File: src/rtl/cms_pkg.sv
// ----------------------------------------------------------------------------
// cms_pkg
// Shared widths, constants and controller/datapath types for channel_mean_sigma.
// ----------------------------------------------------------------------------
package cms_pkg;

    localparam int CHANNEL_BITS = 10;
    localparam int ADC_BITS     = 12;
    localparam int MAX_SAMPLES  = 16384;

    localparam int COUNT_W  = 15;
    localparam int SUM_W    = 26;
    localparam int SQSUM_W  = 38;
    localparam int MEAN_W   = 20;
    localparam int SIGMA_W  = 20;

    localparam int PROD_W   = 53;   // n * sum of squares, sum * sum
    localparam int NUM_W    = 35;   // 256 * sum + n / 2
    localparam int DVS_W    = 29;   // n * n
    localparam int QUO_W    = 38;   // 65536 * variance
    localparam int SHIFT_FRAC = 16;

    localparam int MEAN_STEPS  = 20;
    localparam int SIGMA_STEPS = 38;
    localparam int SQRT_STEPS  = 19;
    localparam int STEP_W      = 6;

    localparam int PADDR_W = 3;
    localparam int PDATA_W = 32;
    localparam logic       REG_SELECTED_CHANNEL = 1'b0;
    localparam logic [CHANNEL_BITS-1:0] SEL_RESET = CHANNEL_BITS'(10);

    typedef struct packed {
        logic acc_en;
        logic snap;
        logic mul;
        logic sub;
        logic load_mean;
        logic div_step;
        logic save_mean;
        logic load_sigma;
        logic sqrt_load;
        logic sqrt_step;
        logic load_out;
    } t_dp_cmd;

    typedef struct packed {
        logic empty;
    } t_dp_sts;

endpackage

File: src/rtl/cms_ctrl.sv
// ----------------------------------------------------------------------------
// cms_ctrl
// Sequencer: accepts samples, steps the per-event arithmetic, owns output valid.
// ----------------------------------------------------------------------------
module cms_ctrl
    import cms_pkg::*;
(
    input  logic    i_clk,
    input  logic    i_rst_n,
    input  logic    i_in_valid,
    input  logic    i_last_sample,
    input  logic    i_out_stall,
    input  t_dp_sts i_sts,
    output logic    o_in_stall,
    output logic    o_out_valid,
    output t_dp_cmd o_cmd
);

    typedef enum logic [2:0] {
        ST_IDLE,
        ST_MUL,
        ST_SUB,
        ST_DIVM,
        ST_LOADS,
        ST_DIVS,
        ST_SQL,
        ST_SQRT
    } t_state;

    t_state              r_state;
    logic [STEP_W-1:0]   r_cnt;
    logic                r_out_valid;
    logic                r_done;
    logic                in_acc;
    logic                out_free;

    assign in_acc   = (r_state == ST_IDLE) && !r_done && i_in_valid;
    assign out_free = !r_out_valid || !i_out_stall;

    always_comb begin
        o_cmd        = '0;
        o_cmd.acc_en = in_acc;
        o_cmd.snap   = in_acc && i_last_sample;
        o_cmd.load_out = r_done && out_free;
        unique case (r_state)
            ST_IDLE:  ;
            ST_MUL:   o_cmd.mul = 1'b1;
            ST_SUB: begin
                o_cmd.sub       = 1'b1;
                o_cmd.load_mean = 1'b1;
            end
            ST_DIVM:  o_cmd.div_step = 1'b1;
            ST_LOADS: begin
                o_cmd.save_mean  = 1'b1;
                o_cmd.load_sigma = 1'b1;
            end
            ST_DIVS:  o_cmd.div_step  = 1'b1;
            ST_SQL:   o_cmd.sqrt_load = 1'b1;
            ST_SQRT:  o_cmd.sqrt_step = 1'b1;
            default:  ;
        endcase
    end

    assign o_in_stall  = (r_state != ST_IDLE) || r_done;
    assign o_out_valid = r_out_valid;

    always_ff @(posedge i_clk) begin
        if (!i_rst_n) begin
            r_state     <= ST_IDLE;
            r_cnt       <= '0;
            r_out_valid <= 1'b0;
            r_done      <= 1'b0;
        end else begin
            if (o_cmd.load_out) begin
                r_out_valid <= 1'b1;
                r_done      <= 1'b0;
            end else if (r_out_valid && !i_out_stall) begin
                r_out_valid <= 1'b0;
            end
            unique case (r_state)
                ST_IDLE: begin
                    if (o_cmd.snap) begin
                        r_state <= ST_MUL;
                    end
                end
                ST_MUL: begin
                    if (i_sts.empty) begin
                        r_state <= ST_IDLE;
                        r_done  <= 1'b1;
                    end else begin
                        r_state <= ST_SUB;
                    end
                end
                ST_SUB: begin
                    r_cnt   <= '0;
                    r_state <= ST_DIVM;
                end
                ST_DIVM: begin
                    r_cnt <= r_cnt + 1'b1;
                    if (r_cnt == STEP_W'(MEAN_STEPS - 1)) begin
                        r_state <= ST_LOADS;
                    end
                end
                ST_LOADS: begin
                    r_cnt   <= '0;
                    r_state <= ST_DIVS;
                end
                ST_DIVS: begin
                    r_cnt <= r_cnt + 1'b1;
                    if (r_cnt == STEP_W'(SIGMA_STEPS - 1)) begin
                        r_state <= ST_SQL;
                    end
                end
                ST_SQL: begin
                    r_cnt   <= '0;
                    r_state <= ST_SQRT;
                end
                ST_SQRT: begin
                    r_cnt <= r_cnt + 1'b1;
                    if (r_cnt == STEP_W'(SQRT_STEPS - 1)) begin
                        r_state <= ST_IDLE;
                        r_done  <= 1'b1;
                    end
                end
                default: r_state <= ST_IDLE;
            endcase
        end
    end

endmodule

File: src/rtl/cms_dp.sv
// ----------------------------------------------------------------------------
// cms_dp
// Datapath: accumulators, products, shared restoring divider, bit-pair square
// root and the result register.
// ----------------------------------------------------------------------------
module cms_dp
    import cms_pkg::*;
(
    input  logic                    i_clk,
    input  logic                    i_rst_n,
    input  t_dp_cmd                 i_cmd,
    input  logic [CHANNEL_BITS-1:0] i_sel_channel,
    input  logic [CHANNEL_BITS-1:0] i_channel_id,
    input  logic [ADC_BITS-1:0]     i_amplitude,
    output t_dp_sts                 o_sts,
    output logic [MEAN_W-1:0]       o_mean_value,
    output logic [SIGMA_W-1:0]      o_sigma_value,
    output logic [COUNT_W-1:0]      o_sample_count,
    output logic                    o_empty_event
);

    logic [COUNT_W-1:0]  r_acc_n;
    logic [SUM_W-1:0]    r_acc_s;
    logic [SQSUM_W-1:0]  r_acc_q;
    logic [COUNT_W-1:0]  n_acc_n;
    logic [SUM_W-1:0]    n_acc_s;
    logic [SQSUM_W-1:0]  n_acc_q;
    logic                take;
    logic [2*ADC_BITS-1:0] amp_sq;

    logic [COUNT_W-1:0]  r_n;
    logic [SUM_W-1:0]    r_s;
    logic [SQSUM_W-1:0]  r_q;

    logic [PROD_W-1:0]   r_pa;
    logic [PROD_W-1:0]   r_pb;
    logic [DVS_W-1:0]    r_nn;
    logic [NUM_W-1:0]    r_mnum;
    logic [PROD_W-1:0]   r_diff;
    logic [2*COUNT_W-1:0] nn_full;

    logic [DVS_W-1:0]    r_rem;
    logic [QUO_W-1:0]    r_dsh;
    logic [DVS_W-1:0]    r_dvs;
    logic [QUO_W-1:0]    r_quo;
    logic [DVS_W:0]      div_t;
    logic [DVS_W:0]      div_d;
    logic                div_ge;

    logic [MEAN_W-1:0]   r_mean;
    logic [QUO_W-1:0]    r_sv;
    logic [QUO_W-1:0]    r_sres;
    logic [QUO_W-1:0]    r_sbit;
    logic [QUO_W-1:0]    sq_sum;

    assign take = (i_channel_id == i_sel_channel) && (r_acc_n < COUNT_W'(MAX_SAMPLES));
    assign amp_sq = i_amplitude * i_amplitude;

    always_comb begin
        n_acc_n = r_acc_n;
        n_acc_s = r_acc_s;
        n_acc_q = r_acc_q;
        if (i_cmd.acc_en && take) begin
            n_acc_n = r_acc_n + 1'b1;
            n_acc_s = r_acc_s + SUM_W'(i_amplitude);
            n_acc_q = r_acc_q + SQSUM_W'(amp_sq);
        end
    end

    always_ff @(posedge i_clk) begin
        if (!i_rst_n) begin
            r_acc_n <= '0;
            r_acc_s <= '0;
            r_acc_q <= '0;
        end else if (i_cmd.snap) begin
            r_acc_n <= '0;
            r_acc_s <= '0;
            r_acc_q <= '0;
        end else begin
            r_acc_n <= n_acc_n;
            r_acc_s <= n_acc_s;
            r_acc_q <= n_acc_q;
        end
    end

    assign o_sts.empty = (r_n == '0);
    assign nn_full     = (2*COUNT_W)'(r_n) * (2*COUNT_W)'(r_n);

    // divider: remainder stays below the divisor, one quotient bit per step
    assign div_t  = {r_rem, r_dsh[QUO_W-1]};
    assign div_d  = {1'b0, r_dvs};
    assign div_ge = (div_t >= div_d);

    assign sq_sum = r_sres + r_sbit;

    always_ff @(posedge i_clk) begin
        if (i_cmd.snap) begin
            r_n <= n_acc_n;
            r_s <= n_acc_s;
            r_q <= n_acc_q;
        end
        if (i_cmd.mul) begin
            r_pa   <= PROD_W'(r_n) * PROD_W'(r_q);
            r_pb   <= PROD_W'(r_s) * PROD_W'(r_s);
            r_nn   <= nn_full[DVS_W-1:0];
            r_mnum <= NUM_W'({r_s, 8'b0}) + NUM_W'(r_n >> 1);
        end
        if (i_cmd.sub) begin
            r_diff <= (r_pa >= r_pb) ? (r_pa - r_pb) : '0;
        end
        if (i_cmd.load_mean) begin
            r_rem <= DVS_W'(r_mnum[NUM_W-1:MEAN_STEPS]);
            r_dsh <= {r_mnum[MEAN_STEPS-1:0], (QUO_W-MEAN_STEPS)'(0)};
            r_dvs <= DVS_W'(r_n);
            r_quo <= '0;
        end else if (i_cmd.load_sigma) begin
            r_rem <= r_diff[QUO_W-SHIFT_FRAC+DVS_W-1:QUO_W-SHIFT_FRAC];
            r_dsh <= {r_diff[QUO_W-SHIFT_FRAC-1:0], SHIFT_FRAC'(0)};
            r_dvs <= r_nn;
            r_quo <= '0;
        end else if (i_cmd.div_step) begin
            r_rem <= div_ge ? DVS_W'(div_t - div_d) : div_t[DVS_W-1:0];
            r_dsh <= r_dsh << 1;
            r_quo <= {r_quo[QUO_W-2:0], div_ge};
        end
        if (i_cmd.save_mean) begin
            r_mean <= r_quo[MEAN_W-1:0];
        end
        if (i_cmd.sqrt_load) begin
            r_sv   <= r_quo;
            r_sres <= '0;
            r_sbit <= QUO_W'(1) << (2*(SQRT_STEPS-1));
        end else if (i_cmd.sqrt_step) begin
            if (r_sv >= sq_sum) begin
                r_sv   <= r_sv - sq_sum;
                r_sres <= (r_sres >> 1) + r_sbit;
            end else begin
                r_sres <= r_sres >> 1;
            end
            r_sbit <= r_sbit >> 2;
        end
        if (i_cmd.load_out) begin
            o_empty_event  <= o_sts.empty;
            o_sample_count <= r_n;
            o_mean_value   <= o_sts.empty ? '0 : r_mean;
            o_sigma_value  <= o_sts.empty ? '0 : r_sres[SIGMA_W-1:0];
        end
    end

endmodule

File: src/rtl/channel_mean_sigma.sv
// ----------------------------------------------------------------------------
// channel_mean_sigma
// Per-event mean and population standard deviation of one selected channel.
// ----------------------------------------------------------------------------
// Input channel (i_in_valid / o_in_stall): one detector sample per request,
// channel id, ADC amplitude and an end-of-event mark. Samples of the channel
// set in selected_channel (APB register at 0x0, reset 10) are counted and
// summed, up to 16384 per event. Within an event a sample is taken every
// cycle.
// On the request that carries i_last_sample the event closes: the input
// stalls while the sequencer runs a product stage, a 20-step divide for the
// mean, a 38-step divide for the variance and a 19-step square root, all on
// one shared divider and one root unit. An event with no matching sample
// skips the divides and the root. The next sample is taken at the earliest
// in the same cycle that the result appears.
// Output channel (o_out_valid / i_out_stall): one request per event, held
// in an output register; a stalled result stays put while the next event
// accumulates. A finished event waits for that register to free up.
// Reset clears the accumulators, the output valid and the sequencer, and
// sets selected_channel back to 10.
// ----------------------------------------------------------------------------
module channel_mean_sigma
    import cms_pkg::*;
(
    input  logic                    i_clk,
    input  logic                    i_rst_n,
    input  logic                    psel,
    input  logic                    penable,
    input  logic                    pwrite,
    input  logic [PADDR_W-1:0]      paddr,
    input  logic [PDATA_W-1:0]      pwdata,
    output logic [PDATA_W-1:0]      prdata,
    output logic                    pready,
    input  logic                    i_in_valid,
    output logic                    o_in_stall,
    input  logic [CHANNEL_BITS-1:0] i_channel_id,
    input  logic [ADC_BITS-1:0]     i_amplitude,
    input  logic                    i_last_sample,
    output logic                    o_out_valid,
    input  logic                    i_out_stall,
    output logic [MEAN_W-1:0]       o_mean_value,
    output logic [SIGMA_W-1:0]      o_sigma_value,
    output logic [COUNT_W-1:0]      o_sample_count,
    output logic                    o_empty_event
);

    logic [CHANNEL_BITS-1:0] r_sel_channel;
    logic                    reg_hit;
    t_dp_cmd                 cmd;
    t_dp_sts                 sts;

    assign pready  = 1'b1;
    assign reg_hit = (paddr[2] == REG_SELECTED_CHANNEL);
    assign prdata  = reg_hit ? PDATA_W'(r_sel_channel) : '0;

    always_ff @(posedge i_clk) begin
        if (!i_rst_n) begin
            r_sel_channel <= SEL_RESET;
        end else if (psel && penable && pwrite && pready && reg_hit) begin
            r_sel_channel <= pwdata[CHANNEL_BITS-1:0];
        end
    end

    cms_ctrl u_ctrl (
        .i_clk         (i_clk),
        .i_rst_n       (i_rst_n),
        .i_in_valid    (i_in_valid),
        .i_last_sample (i_last_sample),
        .i_out_stall   (i_out_stall),
        .i_sts         (sts),
        .o_in_stall    (o_in_stall),
        .o_out_valid   (o_out_valid),
        .o_cmd         (cmd)
    );

    cms_dp u_dp (
        .i_clk          (i_clk),
        .i_rst_n        (i_rst_n),
        .i_cmd          (cmd),
        .i_sel_channel  (r_sel_channel),
        .i_channel_id   (i_channel_id),
        .i_amplitude    (i_amplitude),
        .o_sts          (sts),
        .o_mean_value   (o_mean_value),
        .o_sigma_value  (o_sigma_value),
        .o_sample_count (o_sample_count),
        .o_empty_event  (o_empty_event)
    );

endmodule

File: config.mk
export PLATFORM = sky130hd
export DESIGN_NAME = channel_mean_sigma
export DESIGN_NICKNAME = d
export VERILOG_FILES = /design/src/rtl/cms_pkg.sv /design/src/rtl/cms_ctrl.sv /design/src/rtl/cms_dp.sv /design/src/rtl/channel_mean_sigma.sv
export SDC_FILE = /design/constraint.sdc
export NUM_CORES = 2
export LEC_CHECK = 0
export BUFFER_PORTS_ARGS = -buffer_cell sky130_fd_sc_hd__buf_2
export CAP_MARGIN = 20
export CORE_ASPECT_RATIO = 1.4
export CORE_MARGIN = 2
export CORE_UTILIZATION = 55
export DETAILED_ROUTE_END_ITERATION = 6
export HOLD_SLACK_MARGIN = 0.05
export MAX_ROUTING_LAYER = met4
export PLACE_DENSITY_LB_ADDON = 0.25
export SLEW_MARGIN = 40
export SYNTH_ARGS = -nofsm -noshare
export SYNTH_HDL_FRONTEND = slang
export SYNTH_HIERARCHICAL = 1
export SYNTH_SLANG_ARGS = --single-unit
File: constraint.sdc
create_clock -name i_clk -period 16 [get_ports i_clk]
set_input_delay 0.8 -clock i_clk [delete_from_list [all_inputs] [get_ports i_clk]]
set_output_delay 0.8 -clock i_clk [all_outputs]
set_load 0.03 [all_outputs]
==> flow_summary.toml <==
[global_routing]
grt_max_degree = 161
grt_util_all_layers_pct = 28.8
antenna_found_initial = 11
overflow = 0
grt_pass1_vias = 64132
grt_pass1_wl_um = 341000

[synthesis]
syn_area_sq_mm = 0.0828
syn_avg_cell_area_sq_um = 9.57
synth_edf_count = 461
synth_seq_area_share_pct = 22.1
ys.flop_type = "edfxtp_1"
yosysWarnings = 6
ys_async_sr_fraction_pct = 0
synthCells = 8658
synth_seq_cells = 686
synth_cell_types = 99

[cells_and_area]
regArea_sq_mm = 0.0183
drive_above_1_share_pct = 4.61
fill_cells = 12954
fin_nets = 10486
multi_input_area_sq_mm = 0.0569
area_delta_synth_final_pct = 5.74

[cts]
cts.sinks = 686
ctsResizeCount = 0
clock_latency_ns = 0.73
cts_hold_buf = 0
cts_buffer_depth = 3
post_cts_buffers = 0
cts_made_buffers = 73
cts_tree = "done"
h-tree-depth = 3
cts-root-buf = "clkbuf_16"
path_clk_slew_ns = 0.09

[critical_path]
cpMostUsedCell = "fa_1"
cpPeakStageDelay_ns = 0.55
r2r_start = "u_dp/r_s[3]$_DFFE_PP_"
arrival_ns = 8.93
cp-start-kind = "register"
timing.critical_path.fanout_max = 22
crit_start = "u_dp/r_s[3]$_DFFE_PP_"
critPathRequiredTime_ns = 16.43
path_delay_family = "adder cells"
critPathSlowestCell = "fa_1"
crit_type = "reg -> reg"
critical_path_buf_inv_count = 6
worst_setup_path_end_kind = "register"
r2r_cells = 25
cp.depth = 25

[timing]
worst_pin_slew_ns = 0.872
rsz0062_at_grt = "no"
fin_crit_sh_pct = 53.2
finClkSkew_ns = 0.0623
fmax_mhz = 118
setup_tns_ns = 0
max_slew_margin_pct = 41.9
min_period_ns = 8.51
hold_viol_final = 0
setup_viol = 0
drv_slew = 0

[outcome]
status = "complete, no violations"

[run]
max_cap_violations = 0

[worst_hold_path]
hold_depth = 3
min_path_type = "in -> reg"
holdCritStartpoint = "pwdata[0]"

[detailed_routing]
wl_per_cell_um = 19.8
vias = 59568
ant_nets = 0
vias_per_cell = 5.63
drt_iter0_markers = 3442
wl_um = 209000
dr.pass1.iters = 6
drc = 0

[die]
floorplan.initialDensity_pct = 55.4
fp.dieW_um = 332
die_h_um = 463
fp-row-count = 168
dieArea_sq_mm = 0.154
io_pins = 156
core_sq_mm = 0.150

[place]
hpwlAfterDp_um = 160000
gp_congestion = 0.943
port_buffers = 108
Yosys cell counts, types with 54 or more instances:
cell type / n / area [sq um]
a211oi_1: 54 / 405
a21o_1: 155 / 1160
a21oi_1: 294 / 1470
a31oi_1: 66 / 413
and2_1: 572 / 3580
clkbuf_1: 327 / 1230
dfxtp_1: 225 / 4500
edfxtp_1: 461 / 13800
fa_1: 1219 / 24400
ha_1: 649 / 8120
inv_1: 1639 / 6150
mux2i_1: 131 / 1310
nand2_1: 890 / 3340
nand3_1: 84 / 420
nand4_1: 64 / 400
nor2_1: 377 / 1420
nor2b_1: 133 / 832
o21ai_0: 267 / 1340
xnor2_1: 237 / 2080
xor2_1: 161 / 1410
worst paths after layout:
kind / slack (ns) / to
max: 7.49 / u_dp/r_pb[46]$_DFFE_PP_
min: 0.31 / r_sel_channel[0]$_SDFFE_PN0P_
max reg2reg: 7.49 / u_dp/r_pb[46]$_DFFE_PP_
min reg2reg: 0.45 / u_dp/r_rem[16]$_SDFFE_PP0P_
registers in the layout, indices dropped and copies added, names as in the netlist, 22 cells and up:
signal,cells
u_dp/r_q,38
u_dp/r_acc_s,26
u_dp/r_acc_q,38
u_dp/r_mnum,35
u_dp/r_pa,53
u_dp/r_sv,38
u_dp/r_diff,51
u_dp/r_pb,51
u_dp/r_s,26
u_dp/r_dsh,22
u_dp/r_sres,38
u_dp/r_dvs,29
u_dp/r_quo,38
u_dp/r_nn,28
u_dp/r_rem,29
layout by cell type (no fill, tap or decap), types with 14 or more instances in the layout:
master,synthesis,final
and4_1,14,14
nor2b_1,133,133
a221oi_1,16,16
a31oi_1,66,66
o21ai_0,267,266
buf_2,14,108
mux2i_1,131,131
a211oi_1,54,54
o21bai_1,47,47
nor3_1,49,49
fa_1,1219,1219
dfxtp_1,225,225
a21o_1,155,155
and3_1,46,45
and2_1,572,569
xnor2_1,237,237
xor2_1,161,161
or3_1,22,22
buf_4,27,66
mux2_2,26,26
o211ai_1,23,23
or2_2,15,15
nand2_1,890,890
o31ai_1,25,25
nand4_1,64,64
conb_1,2,23
o22ai_1,19,19
a21oi_1,294,294
nand3_1,84,83
nand2b_1,37,36
clkbuf_16,0,77
inv_1,1639,1638
edfxtp_1,461,461
ha_1,649,649
o21a_1,38,38
nor2_1,377,374
worst reg2reg max path, cell delays in order (launching register included):
cell and delay, ns:
edfxtp_1 0.32, buf_4 0.35, inv_1 0.41, nor2_1 0.31, fa_1 0.50, fa_1 0.55, inv_1 0.05, fa_1 0.49
fa_1 0.55, inv_1 0.07, fa_1 0.49, fa_1 0.49, inv_1 0.05, fa_1 0.48, inv_1 0.04, ha_1 0.41
a211oi_1 0.27, o21ai_0 0.16, a211oi_1 0.27, o21bai_1 0.15, a211oi_2 0.31, a21oi_1 0.18, a221o_1 0.46, a21oi_1 0.28
o21ai_1 0.12, xnor2_1 0.48
layout make-up:
type	count	share of cell area, %
diodes	7	0.0200
clock inverters	38	0.537
multi-input cells	5966	65.0
inverters	1640	7.03
well taps	1955	2.79
clock buffers	97	2.37
repair buffers	186	1.36
flip-flops and latches	686	20.9
metal layers:
layer | vias to the layer above | track usage (%) | routed length (um)
met2 | 1661 | 50.5 | 107000
li1 | 27317 | - | -
met4 | 0 | 14.8 | 12300
met5 | - | - | 0
met3 | 504 | 2.80 | 9320
met1 | 30086 | 32.9 | 80100
cells by family after synthesis:
logic type / count (synthesis) / share of synthesized area [%]
flops: 686 / 22.1
compound gates: 1157 / 9.05
simple gates: 2363 / 14.0
fa+ha+maj: 1868 / 39.3
other cells: 2 / 0.00907
mux: 157 / 1.94
buf+inv: 2027 / 9.37
xor+xnor: 398 / 4.21
metrics by stage:
stage	setup WS, ns	area (sq um)	std cells	hold WS [ns]	utilization (%)
3_3_place_gp	7.71	84900	10428	0.437	56.7
3_5_place_dp	7.69	85000	10431	0.438	56.8
4_1_cts	7.65	87500	10566	0.263	58.5
5_1_grt	7.25	87600	10570	0.308	58.5
2_1_floorplan	8.10	82900	8679	0.418	-
6_report	7.49	87600	10575	0.313	58.5
Power is left out: the tool's default activity adds up to more than one toggle a clock period on the data nets, which glitch-free logic cannot reach.
